===== src/rtl/ffmc_pkg.sv =====
`timescale 1ns / 1ps
// ----------------------------------------------------------------------------
// ffmc_pkg
// Shared types, codes and constants for the fan and flap mode controller.
// ----------------------------------------------------------------------------
package ffmc_pkg;

   localparam int unsigned SettleW = 22;
   localparam logic [SettleW-1:0] SettleMax = {SettleW{1'b1}};
   localparam logic [SettleW-1:0] SettleTicksReset = 22'd90000;

   localparam int unsigned CsrAddrW = 3;
   localparam int unsigned CsrDataW = 32;
   localparam int unsigned ReqDataW = 8;
   localparam int unsigned RspDataW = 24;

   // command codes
   localparam logic [2:0] CmdSpeed = 3'd0;
   localparam logic [2:0] CmdFan   = 3'd1;
   localparam logic [2:0] CmdMode  = 3'd2;
   localparam logic [2:0] CmdTick  = 3'd3;
   localparam logic [2:0] CmdRelay = 3'd4;

   // mode codes
   localparam logic [1:0] ModeUnknown = 2'd0;
   localparam logic [1:0] ModeSuck    = 2'd1;
   localparam logic [1:0] ModeBlow    = 2'd2;
   localparam logic [1:0] ModePending = 2'd3;

   // fan state values
   localparam logic [1:0] FanOff = 2'd0;
   localparam logic [1:0] FanOn  = 2'd1;

   // relay actions
   localparam logic [1:0] RelayOn     = 2'd0;
   localparam logic [1:0] RelayOff    = 2'd1;
   localparam logic [1:0] RelayToggle = 2'd2;

   // csr register index
   localparam logic [0:0] RegSettleTicks = 1'b0;

   typedef struct packed {
      logic [2:0] command;
      logic [1:0] value;
      logic       relay_index;
   } item_type;

   // first member lands in the top bits
   typedef struct packed {
      logic       relay1_on;
      logic       relay0_on;
      logic [1:0] mode_out;
      logic       blow_flap_open;
      logic       suck_flap_open;
      logic       flaps_moving_out;
      logic       direction_blow;
      logic       fan_on;
      logic [1:0] speed_out;
      logic [7:0] pwm_duty;
   } result_type;

   function automatic logic [7:0] duty_of_level(input logic [1:0] level);
      logic [7:0] duty;
      unique case (level)
         2'd0: duty = 8'd0;
         2'd1: duty = 8'd64;
         2'd2: duty = 8'd128;
         2'd3: duty = 8'd254;
         default: duty = 8'd0;
      endcase
      return duty;
   endfunction

endpackage


===== src/rtl/fan_flap_mode_controller.sv =====
`timescale 1ns / 1ps
// ----------------------------------------------------------------------------
// fan_flap_mode_controller
// Reversible fan, flap and relay controller with an APB settle register.
// ----------------------------------------------------------------------------
//  channel  ports    role     content
//  req      req_*    in       tuser: command[2:0]; tdata: value[1:0], relay_index[2]
//  rsp      rsp_*    out      tdata: pwm_duty .. relay1_on, one per command
//  csr      csr_*    apb      mode_settle_ticks at 0x0
//
//  Each accepted command is held in the input register; the combinational state
//  update runs ahead of the result register, which captures the result on advance.
//  Throughput is one command per cycle while the result is not stalled.
//  Synchronous active-high reset; no clearing pass.
//  A stalled result holds both registers; req_tready drops only then.
// ----------------------------------------------------------------------------
module fan_flap_mode_controller (
   input  logic                               clock,
   input  logic                               reset,
   input  logic                               req_tvalid,
   output logic                               req_tready,
   // [0] value[0], [1] value[1], [2] relay_index, [7:3] zero
   input  logic [ffmc_pkg::ReqDataW-1:0]      req_tdata,
   // [2:0] command
   input  logic [2:0]                         req_tuser,
   output logic                               rsp_tvalid,
   input  logic                               rsp_tready,
   // [7:0] pwm_duty, [9:8] speed_out, [10] fan_on, [11] direction_blow,
   // [12] flaps_moving_out, [13] suck_flap_open, [14] blow_flap_open,
   // [16:15] mode_out, [17] relay0_on, [18] relay1_on, [23:19] zero
   output logic [ffmc_pkg::RspDataW-1:0]      rsp_tdata,
   input  logic                               csr_psel,
   input  logic                               csr_penable,
   input  logic                               csr_pwrite,
   input  logic [ffmc_pkg::CsrAddrW-1:0]      csr_paddr,
   input  logic [ffmc_pkg::CsrDataW-1:0]      csr_pwdata,
   output logic [ffmc_pkg::CsrDataW-1:0]      csr_prdata,
   output logic                               csr_pready
);

   localparam int unsigned ResultW = $bits(ffmc_pkg::result_type);

   logic                          in_valid_ff, in_valid_in;
   ffmc_pkg::item_type            item_ff, item_in;
   logic                          rsp_valid_ff, rsp_valid_in;
   ffmc_pkg::result_type          rsp_data_ff, rsp_data_in;
   ffmc_pkg::result_type          result;
   logic                          advance;
   logic                          req_fire;
   logic [ffmc_pkg::SettleW-1:0]  settle_ticks;

   ffmc_csr u_csr (
      .clock        (clock),
      .reset        (reset),
      .csr_psel     (csr_psel),
      .csr_penable  (csr_penable),
      .csr_pwrite   (csr_pwrite),
      .csr_paddr    (csr_paddr),
      .csr_pwdata   (csr_pwdata),
      .csr_prdata   (csr_prdata),
      .csr_pready   (csr_pready),
      .settle_ticks (settle_ticks)
   );

   ffmc_core u_core (
      .clock        (clock),
      .reset        (reset),
      .advance      (advance),
      .item         (item_ff),
      .settle_ticks (settle_ticks),
      .result       (result)
   );

   assign advance    = in_valid_ff && (!rsp_valid_ff || rsp_tready);
   assign req_tready = !in_valid_ff || advance;
   assign req_fire   = req_tvalid && req_tready;

   always_comb begin
      in_valid_in = in_valid_ff;
      item_in     = item_ff;
      if (req_fire) begin
         in_valid_in       = 1'b1;
         item_in.command     = req_tuser;
         item_in.value       = req_tdata[1:0];
         item_in.relay_index = req_tdata[2];
      end else if (advance) begin
         in_valid_in = 1'b0;
      end
   end

   always_comb begin
      rsp_valid_in = rsp_valid_ff;
      rsp_data_in  = rsp_data_ff;
      if (advance) begin
         rsp_valid_in = 1'b1;
         rsp_data_in  = result;
      end else if (rsp_tready) begin
         rsp_valid_in = 1'b0;
      end
   end

   always_ff @(posedge clock) begin
      if (reset) begin
         in_valid_ff  <= 1'b0;
         rsp_valid_ff <= 1'b0;
      end else begin
         in_valid_ff  <= in_valid_in;
         rsp_valid_ff <= rsp_valid_in;
      end
   end

   always_ff @(posedge clock) begin
      item_ff     <= item_in;
      rsp_data_ff <= rsp_data_in;
   end

   assign rsp_tvalid = rsp_valid_ff;
   assign rsp_tdata  = {{(ffmc_pkg::RspDataW - ResultW){1'b0}}, rsp_data_ff};

   // a running fan needs a settled mode
   a_fan_needs_settled: assert property (@(posedge clock) disable iff (reset)
      rsp_valid_ff && rsp_data_ff.fan_on |->
         (rsp_data_ff.mode_out == ffmc_pkg::ModeSuck ||
          rsp_data_ff.mode_out == ffmc_pkg::ModeBlow))
      else $error("fan on while mode not settled");

   // direction follows the mode while running
   a_dir_follows_mode: assert property (@(posedge clock) disable iff (reset)
      rsp_valid_ff && rsp_data_ff.fan_on |->
         (rsp_data_ff.direction_blow == (rsp_data_ff.mode_out == ffmc_pkg::ModeBlow)))
      else $error("fan direction disagrees with mode");

   // flap motors run exactly while the mode is pending
   a_flaps_pending: assert property (@(posedge clock) disable iff (reset)
      rsp_valid_ff |->
         (rsp_data_ff.flaps_moving_out == (rsp_data_ff.mode_out == ffmc_pkg::ModePending)))
      else $error("flap motion out of step with mode");

   // a held command is not dropped
   a_item_held: assert property (@(posedge clock) disable iff (reset)
      in_valid_ff && !advance |=> in_valid_ff && $stable(item_ff))
      else $error("stalled command lost");

endmodule


===== src/rtl/ffmc_csr.sv =====
`timescale 1ns / 1ps
// ----------------------------------------------------------------------------
// ffmc_csr
// APB register file holding the mode settle tick count.
// ----------------------------------------------------------------------------
module ffmc_csr (
   input  logic                               clock,
   input  logic                               reset,
   input  logic                               csr_psel,
   input  logic                               csr_penable,
   input  logic                               csr_pwrite,
   input  logic [ffmc_pkg::CsrAddrW-1:0]      csr_paddr,
   input  logic [ffmc_pkg::CsrDataW-1:0]      csr_pwdata,
   output logic [ffmc_pkg::CsrDataW-1:0]      csr_prdata,
   output logic                               csr_pready,
   output logic [ffmc_pkg::SettleW-1:0]       settle_ticks
);

   logic [ffmc_pkg::SettleW-1:0] settle_ticks_ff;
   logic [ffmc_pkg::SettleW-1:0] settle_ticks_in;
   logic                         hit;
   logic                         wr_en;

   assign csr_pready = 1'b1;
   assign hit   = (csr_paddr[ffmc_pkg::CsrAddrW-1:2] == ffmc_pkg::RegSettleTicks);
   assign wr_en = csr_psel && csr_penable && csr_pwrite && csr_pready && hit;

   assign settle_ticks_in = wr_en ? csr_pwdata[ffmc_pkg::SettleW-1:0] : settle_ticks_ff;

   always_ff @(posedge clock) begin
      if (reset) begin
         settle_ticks_ff <= ffmc_pkg::SettleTicksReset;
      end else begin
         settle_ticks_ff <= settle_ticks_in;
      end
   end

   always_comb begin
      csr_prdata = '0;
      if (hit) begin
         csr_prdata[ffmc_pkg::SettleW-1:0] = settle_ticks_ff;
      end
   end

   assign settle_ticks = settle_ticks_ff;

endmodule


===== src/rtl/ffmc_core.sv =====
`timescale 1ns / 1ps
// ----------------------------------------------------------------------------
// ffmc_core
// Controller state and its combinational update for one command.
// ----------------------------------------------------------------------------
module ffmc_core (
   input  logic                          clock,
   input  logic                          reset,
   input  logic                          advance,
   input  ffmc_pkg::item_type            item,
   input  logic [ffmc_pkg::SettleW-1:0]  settle_ticks,
   output ffmc_pkg::result_type          result
);

   logic [1:0]                   mode_ff, mode_in;
   logic [1:0]                   target_ff, target_in;
   logic [ffmc_pkg::SettleW-1:0] count_ff, count_in;
   logic [ffmc_pkg::SettleW-1:0] count_inc;
   logic [1:0]                   speed_ff, speed_in;
   logic                         fan_ff, fan_in;
   logic                         dir_blow_ff, dir_blow_in;
   logic                         moving_ff, moving_in;
   logic                         suck_ff, suck_in;
   logic                         blow_ff, blow_in;
   logic [1:0]                   relay_ff, relay_in;

   assign count_inc = (count_ff != ffmc_pkg::SettleMax) ?
                      count_ff + 1'b1 : count_ff;

   always_comb begin
      mode_in     = mode_ff;
      target_in   = target_ff;
      count_in    = count_ff;
      speed_in    = speed_ff;
      fan_in      = fan_ff;
      dir_blow_in = dir_blow_ff;
      moving_in   = moving_ff;
      suck_in     = suck_ff;
      blow_in     = blow_ff;
      relay_in    = relay_ff;
      unique case (item.command)
         ffmc_pkg::CmdSpeed: begin
            speed_in = item.value;
            if (item.value == 2'd0 && fan_ff) begin
               fan_in      = 1'b0;
               dir_blow_in = 1'b1;
            end
         end
         ffmc_pkg::CmdFan: begin
            if (item.value == ffmc_pkg::FanOn) begin
               if (!fan_ff) begin
                  if (mode_ff == ffmc_pkg::ModeSuck || mode_ff == ffmc_pkg::ModeBlow) begin
                     dir_blow_in = (mode_ff == ffmc_pkg::ModeBlow);
                     fan_in      = 1'b1;
                  end else begin
                     dir_blow_in = 1'b1;
                  end
               end
            end else if (item.value == ffmc_pkg::FanOff && fan_ff) begin
               fan_in      = 1'b0;
               dir_blow_in = 1'b1;
            end
         end
         ffmc_pkg::CmdMode: begin
            if ((item.value == ffmc_pkg::ModeSuck || item.value == ffmc_pkg::ModeBlow)
                && mode_ff != item.value) begin
               mode_in   = ffmc_pkg::ModePending;
               target_in = item.value;
               if (fan_ff) begin
                  fan_in      = 1'b0;
                  dir_blow_in = 1'b1;
               end
               suck_in   = (item.value == ffmc_pkg::ModeSuck);
               blow_in   = (item.value == ffmc_pkg::ModeBlow);
               moving_in = 1'b1;
               count_in  = '0;
            end
         end
         ffmc_pkg::CmdTick: begin
            if (target_ff != mode_ff) begin
               if (count_inc >= settle_ticks) begin
                  mode_in   = target_ff;
                  count_in  = '0;
                  moving_in = 1'b0;
                  suck_in   = 1'b0;
                  blow_in   = 1'b0;
               end else begin
                  count_in = count_inc;
               end
            end
         end
         ffmc_pkg::CmdRelay: begin
            unique case (item.value)
               ffmc_pkg::RelayOn:     relay_in[item.relay_index] = 1'b1;
               ffmc_pkg::RelayOff:    relay_in[item.relay_index] = 1'b0;
               ffmc_pkg::RelayToggle: relay_in[item.relay_index] = !relay_ff[item.relay_index];
               default: ;
            endcase
         end
         default: ;
      endcase
   end

   always_ff @(posedge clock) begin
      if (reset) begin
         mode_ff     <= ffmc_pkg::ModePending;
         target_ff   <= ffmc_pkg::ModeSuck;
         count_ff    <= '0;
         speed_ff    <= 2'd1;
         fan_ff      <= 1'b0;
         dir_blow_ff <= 1'b1;
         moving_ff   <= 1'b1;
         suck_ff     <= 1'b1;
         blow_ff     <= 1'b0;
         relay_ff    <= '0;
      end else if (advance) begin
         mode_ff     <= mode_in;
         target_ff   <= target_in;
         count_ff    <= count_in;
         speed_ff    <= speed_in;
         fan_ff      <= fan_in;
         dir_blow_ff <= dir_blow_in;
         moving_ff   <= moving_in;
         suck_ff     <= suck_in;
         blow_ff     <= blow_in;
         relay_ff    <= relay_in;
      end
   end

   always_comb begin
      result.pwm_duty         = ffmc_pkg::duty_of_level(speed_in);
      result.speed_out        = speed_in;
      result.fan_on           = fan_in;
      result.direction_blow   = dir_blow_in;
      result.flaps_moving_out = moving_in;
      result.suck_flap_open   = suck_in;
      result.blow_flap_open   = blow_in;
      result.mode_out         = mode_in;
      result.relay0_on        = relay_in[0];
      result.relay1_on        = relay_in[1];
   end

endmodule

===== config.mk =====
export PLATFORM = sky130hd
export DESIGN_NAME = fan_flap_mode_controller
export DESIGN_NICKNAME = d
export VERILOG_FILES = /design/src/rtl/ffmc_pkg.sv /design/src/rtl/fan_flap_mode_controller.sv /design/src/rtl/ffmc_csr.sv /design/src/rtl/ffmc_core.sv
export SDC_FILE = /design/constraint.sdc
export NUM_CORES = 1
export LEC_CHECK = 0
export ABC_AREA = 1
export BUFFER_PORTS_ARGS = -buffer_cell sky130_fd_sc_hd__buf_2
export CORE_MARGIN = 1.5
export CORE_UTILIZATION = 53
export DETAILED_ROUTE_END_ITERATION = 8
export PLACE_DENSITY = 0.78
export SYNTH_ARGS = -nofsm -noshare
export SYNTH_HDL_FRONTEND = slang
export SYNTH_HIERARCHICAL = 1
export SYNTH_SLANG_ARGS = --single-unit
export TNS_END_PERCENT = 5

===== constraint.sdc =====
create_clock -name clock -period 3.35 [get_ports clock]
set_clock_uncertainty 0.2 [all_clocks]
set_input_delay 0.1675 -clock clock [delete_from_list [all_inputs] [get_ports clock]]
set_output_delay 0.1675 -clock clock [all_outputs]
set_load 0.005 [all_outputs]

== Yosys cells after proc, flatten, opt, wreduce, memory -nomap -nowiden ==
Cells that the tools add are included.
Word-level totals
  flip-flop bits (word level): 84
  bits in latches: 0
  RAM bits: 0
  bits in read-only memories: 0
  output and inout port bits: 59
  memories kept: 0
Operators by class
  $add $sub $neg: 1
  multiply operators: 0
  div/mod/pow operators: 0
  $lt $le $gt $ge: 3
  eq/ne operators: 16
  shifts and indexed selects: 0
  muxes and demuxes: 48
  bitwise operators: 4
  reductions and logical operators: 23
Operators by type and width (number)
  $mux W22: 5
  $pmux W22 S2: 1
  $pmux W8 S4: 1
  $mux W1: 27
  $add A22 B1 Y22 const B: 1
  $ge A22 B22 Y1: 1
  $ne A22 B22 Y1 const B: 1
  $mux W2: 5
  $eq A2 B2 Y1 const B: 4
  $logic_and A1 B1 Y1: 8
  $eq A2 B1 Y1 const B: 3
  $eq A3 B2 Y1 const B: 2
  $pmux W1 S2: 3
  $pmux W1 S3: 2
  $pmux W2 S3: 1
  $reduce_bool A2 Y1: 3
  $logic_not A2 Y1: 2
  $logic_or A1 B1 Y1: 4
  $ne A2 B1 Y1 const B: 2
  $ne A2 B2 Y1: 2
  $pmux W2 S2: 1
  $reduce_and A4 Y1: 1
  $eq A3 B1 Y1 const B: 1
  $eq A3 B3 Y1 const B: 1
  other kinds (11): 13

== Depth between registers and ports, before layout ==
  word-level depth: 8
  gate-level depth with buffers: 22
  depth with buffers taken out: 21

== Cells and area by module ==
The synthesis kept the hierarchy.
Modules (own cells, without submodules)
  ffmc_core: instances 1, cells each 530, area an instance 3309.4 µm², seq. area each 700.7 µm²
  ffmc_csr: instances 1, cells each 188, area an instance 1173.6 µm², seq. area each 440.4 µm²
  fan_flap_mode_controller: instances 1, cells each 43, area an instance 883.3 µm², seq. area each 790.8 µm²

== Worst setup path after synthesis ==
Ideal clock, no wire load.
  path kind: reg-to-reg
  from: register u_core/count_ff[0] (netlist name)
  to: register u_core/count_ff[10] (netlist name)
  arrival: 2.654 ns
  slack: 0.425 ns
  cell stages (with the launch flop): 22
  clock period less this slack: 2.925 ns
  cells stage by stage: dfxtp_1 -> ha_1 -> inv_1 -> nor2_4 -> nand2_4 -> nor2_4 -> nand2_2 -> buf_6 -> nand2_1 -> ha_1 -> nand2_1 -> inv_1 -> nand2_1 -> nand2_1 -> nand2_1 -> nand2_1 -> nor2_1 -> nand3_1 -> inv_1 -> buf_2 -> nand3_1 -> a21oi_1
Between the ends
  cells in the longest elaborated chain, start to end: 6
  elaborated cells on any way between the ends: 7
RTL lines
  from (decl): line ffmc_core.sv:17  | logic [ffmc_pkg::SettleW-1:0] count_ff, count_in;
  from (signal assigned): line ffmc_core.sv:119  | count_ff <= count_in;
  $add A22 B1 Y22 / $ne A22 B22 Y1 (equally long branches): line ffmc_core.sv:28, ffmc_core.sv:27
  $mux W22 (*): line ffmc_core.sv:27  | assign count_inc = (count_ff != ffmc_pkg::SettleMax) ?
  $ge A22 B22 Y1: line ffmc_core.sv:81  | if (count_inc >= settle_ticks) begin
  $mux W22 (*): line ffmc_core.sv:81
  $mux W22 (*): line ffmc_core.sv:80  | if (target_ff != mode_ff) begin
  $pmux W22 S2 (*): line ffmc_core.sv:41  | unique case (item.command)
Mark *: on every way between the ends. The rest lies on a longest branch, timed or not. The select of a mux whose other input is x is not followed.
A chain may end at the register's enable or synchronous reset.

== Worst setup path in the final report ==
  from: register u_core/count_ff[1] (netlist name)
  to: register u_core/count_ff[18] (netlist name)
The elaborated chain is that of the path after synthesis.

==> metrics.csv <==
stage,metric,value,unit
final_layout,drive_gt1_share,18.01,%
die,rows,36,
sta,rsz0062_at_grt,false,
final_layout,fillCellCount,871,
yosys,syn_inst,761,
clock_network,cts_buffers,9,
die,fp.dieArea,0.01074,mm^2
route,ant_nets,0,
placed_design,port_buffers,78,
route,drcViolationCount,0,
critical_path,reg2reg_to,u_core/count_ff[18],
die,core_area,0.009819,mm^2
die,fp.dieH,103.6,um
route,via_per_inst,4.871,
status,status,finished clean,
critical_path,cp_slowest_cell,dfxtp_1,
clock_network,insertion_delay,0.37,ns
yosys,yosys_warnings,6,
critical_path,critPathKind,flop to flop,
grt,track_usage,23.38,%
grt,antenna_found_initial,0,
pwr,vdd_drop_max,0.2680,mV
die,ioPinCount,112,
sta,period_needed,3.105,ns
min_path,holdPathEnd,u_csr/settle_ticks[13],
route,drt_first_pass_iters,5,
pwr,power,2.067,mW
yosys,avgSynthCellArea,7.052,um^2
placed_design,gp_congestion,0.8848,
pwr,p_leak,3.113,nW
final_layout,final_area,0.006311,mm^2
die,die_w,103.6,um
clock_network,clock_path_buffers,2,
yosys,synth-edff-count,25,
yosys,yosys.area.top_type,dfxtp_1,
yosys,async_flop_share,0,%
grt,grt_overflow_total,0,
route,drt_iter0_markers,299,
critical_path,critPathRequiredTime,3.45,ns
clock_network,clkTransAtPathRegs,0.09,ns
sta,relSlewSlack,55.33,%
min_path,min-delay-path-class,primary input to flop,
critical_path,crit_path_frequent_cell,nand2_1,
sta,report.final.slew_viol_count,0,
yosys,synth_area,0.005366,mm^2
clock_network,h-tree-depth,3,
critical_path,crit_chain,ha_1 -> inv_1 -> nor2_4 -> nand2_4 -> nor2_4 -> buf_4 -> xor2_1 -> nand2_2 -> ha_1 -> nand2_1 -> inv_1 -> nand2_1 -> nand2_1 -> nand2_1 -> nand2_1 -> nor2_2 -> nand3_2 -> inv_1 -> buf_12 -> nand3_1 -> a21oi_2,
final_layout,areaGrowthSynthToFinish,17.60,%
sta,hold_viol,0,
clock_network,cts_tree,built,
critical_path,r2r_cells,21,
grt,grt_pass1_wl,20630,um
critical_path,ff2ff_setup_slack,0.24,ns
yosys,ys.flop_type,dfxtp_1,
min_path,hold_depth,6,
yosys,synth_cell_type_count,39,
final_layout,antenna_cells,0,
clock_network,clock-sinks,84,
job,cap_violations,0,
yosys,yosysSeqAreaShare,36.00,%
critical_path,worst_setup_path_start_kind,flop,
grt,grt_pass1_vias,4416,
route,wl_per_cell,12.34,um
sta,setup_viol,0,
sta,tightest_slew,0.6693,ns
yosys,yosysMostFrequentCell,nand2_1,
critical_path,cp.arrival,3.20,ns
route,drt-total-wl,12320,um
yosys,synth.area.top_cells,"dfxtp_1 22%, edfxtp_1 14%, nand2_1 13%, inv_1 8.5%, ha_1 7.0%",
sta,fmaxAchievable,322.0,MHz
critical_path,cpPeakStageDelay,0.35,ns
pwr,power.density,327.5,mW/mm^2
critical_path,r2r-start,u_core/count_ff[1],
placed_design,dpl.hpwl,8531,um
critical_path,crit_path_end_kind,flop,
min_path,min_from,csr_psel,
placed_design,dpl_cell_area,0.005761,mm^2
yosys,synth_common_cells,"179 x nand2_1, 121 x inv_1, 97 x nor2_1, 65 x nand3_1, 59 x dfxtp_1",
route,vias,4866,
final_layout,final_nets,944,
yosys,ys_seq_elements,84,
yosys,synth_top_area_share,22.01,%
grt,grt_max_degree,37,
clock_network,clockRootBuffer,clkbuf_8,
sta,fin_tns_setup,0,ns
die,initial_core_util,54.65,%
sta,min_period_over_period,92.70,%
critical_path,path_max_fanout,22,
sta,holdWs,0.08084,ns
clock_network,cts_setup_buffers,0,
==> power breakdown <==
| part | total, mW | internal, mW | switching [mW] |
|---|---|---|---|
| registers | 1.11 | 1.09 | 0.0257 |
| clock network | 0.701 | 0.285 | 0.416 |
| logic | 0.252 | 0.107 | 0.145 |
| total | 2.07 | 1.48 | 0.586 |
==> worst max-delay path: cells and delay by family, from the launching register on <==
family	cells	cell delay [ns]
compound gates	1	0.15
xor+xnor	1	0.18
fa+ha+maj	2	0.46
buf+inv	5	0.55
flops	1	0.35
simple gates	12	1.12
==> cell type report <==
cell class / count / area, um^2 / area share, %
clock buffer: 9 / 123.9 / 1.963
clock inverter: 7 / 67.56 / 1.071
inverter: 122 / 457.9 / 7.256
multi-input combinational: 518 / 2718 / 43.06
sequential: 84 / 1937 / 30.69
tap: 133 / 166.4 / 2.637
timing repair buffer: 126 / 840.8 / 13.32
==> flip-flops by register name, indices dropped and copies added (netlist names) <==
register / cells
item_ff: 6
u_core/speed_ff: 2
u_core/moving_ff: 1
rsp_tdata: 19
rsp_tvalid: 1
u_core/blow_ff: 1
u_core/fan_ff: 1
u_core/dir_blow_ff: 1
u_core/target_ff: 2
in_valid_ff: 1
u_core/mode_ff: 2
u_core/count_ff: 22
u_core/relay_ff: 2
u_csr/settle_ticks: 22
u_core/suck_ff: 1
==> metal layers <==
layer / global-route usage, % / wire length [um] / vias to the layer above
li1: - / - / 2533
met1: 32.54 / 5887 / 2169
met2: 37.29 / 5662 / 148
met3: 3.902 / 594 / 16
met4: 7.143 / 178 / 0
met5: 0 / 0 / -
==> how the worst max path moves through the flow <==
stage,to,cells past startpoint,startpoint
after floorplan,u_core/count_ff[10],21,u_core/count_ff[0]
after global placement,rsp_tdata[15],17,u_core/count_ff[16]
after detailed placement,u_core/count_ff[18],18,u_core/count_ff[16]
after CTS,u_core/count_ff[18],18,u_core/count_ff[16]
after global routing,u_core/count_ff[17],18,u_core/count_ff[7]
final,u_core/count_ff[18],21,u_core/count_ff[1]
==> metrics by stage <==
stage,utilization [%],instances,setup slack (ns)
2_1_floorplan,-,774,0.4253
3_3_place_gp,58.66,952,0.1930
3_5_place_dp,58.66,952,0.1499
4_1_cts,63.77,999,0.08468
5_1_grt,64.27,999,0.005869
6_report,64.27,999,0.2446
==> cells in the final DEF (no fill, tap or decap), types with 3 or more instances in the layout <==
cell	count
nand2_1	178
inv_1	121
nor2_1	92
buf_2	78
nand3_1	64
dfxtp_1	55
a21oi_1	40
dlygate4sd3_1	31
ha_1	30
edfxtp_1	25
conb_1	17
buf_4	16
o21ai_0	13
nand2_2	11
xnor2_1	10
clkbuf_8	9
nor2_2	7
xor2_1	7
nand4_1	6
nor2_4	6
a21oi_2	4
dfxtp_2	4
clkinvlp_4	3
o2111ai_1	3
a21o_1	3
and2_1	3
nor3_1	3
o21ai_2	3
==> cells by family (layout without fill, tap and decap cells) <==
kind of cell / count (synthesis) / after routing / synth area share, %
AO/OA/AOI/OAI: 72 / 72 / 7.601
XOR/XNOR: 17 / 17 / 2.774
adder cells (fa/ha/maj): 30 / 30 / 6.995
buffers and inverters: 172 / 264 / 15.16
flip-flops: 84 / 84 / 36.00
other: 4 / 17 / 0.2797
AND/OR/NAND/NOR: 382 / 382 / 31.20
==> repair_timing <==
action / 4_1_cts / 5_1_grt
setup endpoints to repair: 0 / 30
hold endpoints to repair: 30 / 0
hold buffers: 31 / 0
resized for setup: 0 / 16
No activity file was read; power rests on OpenSTA's default activity.
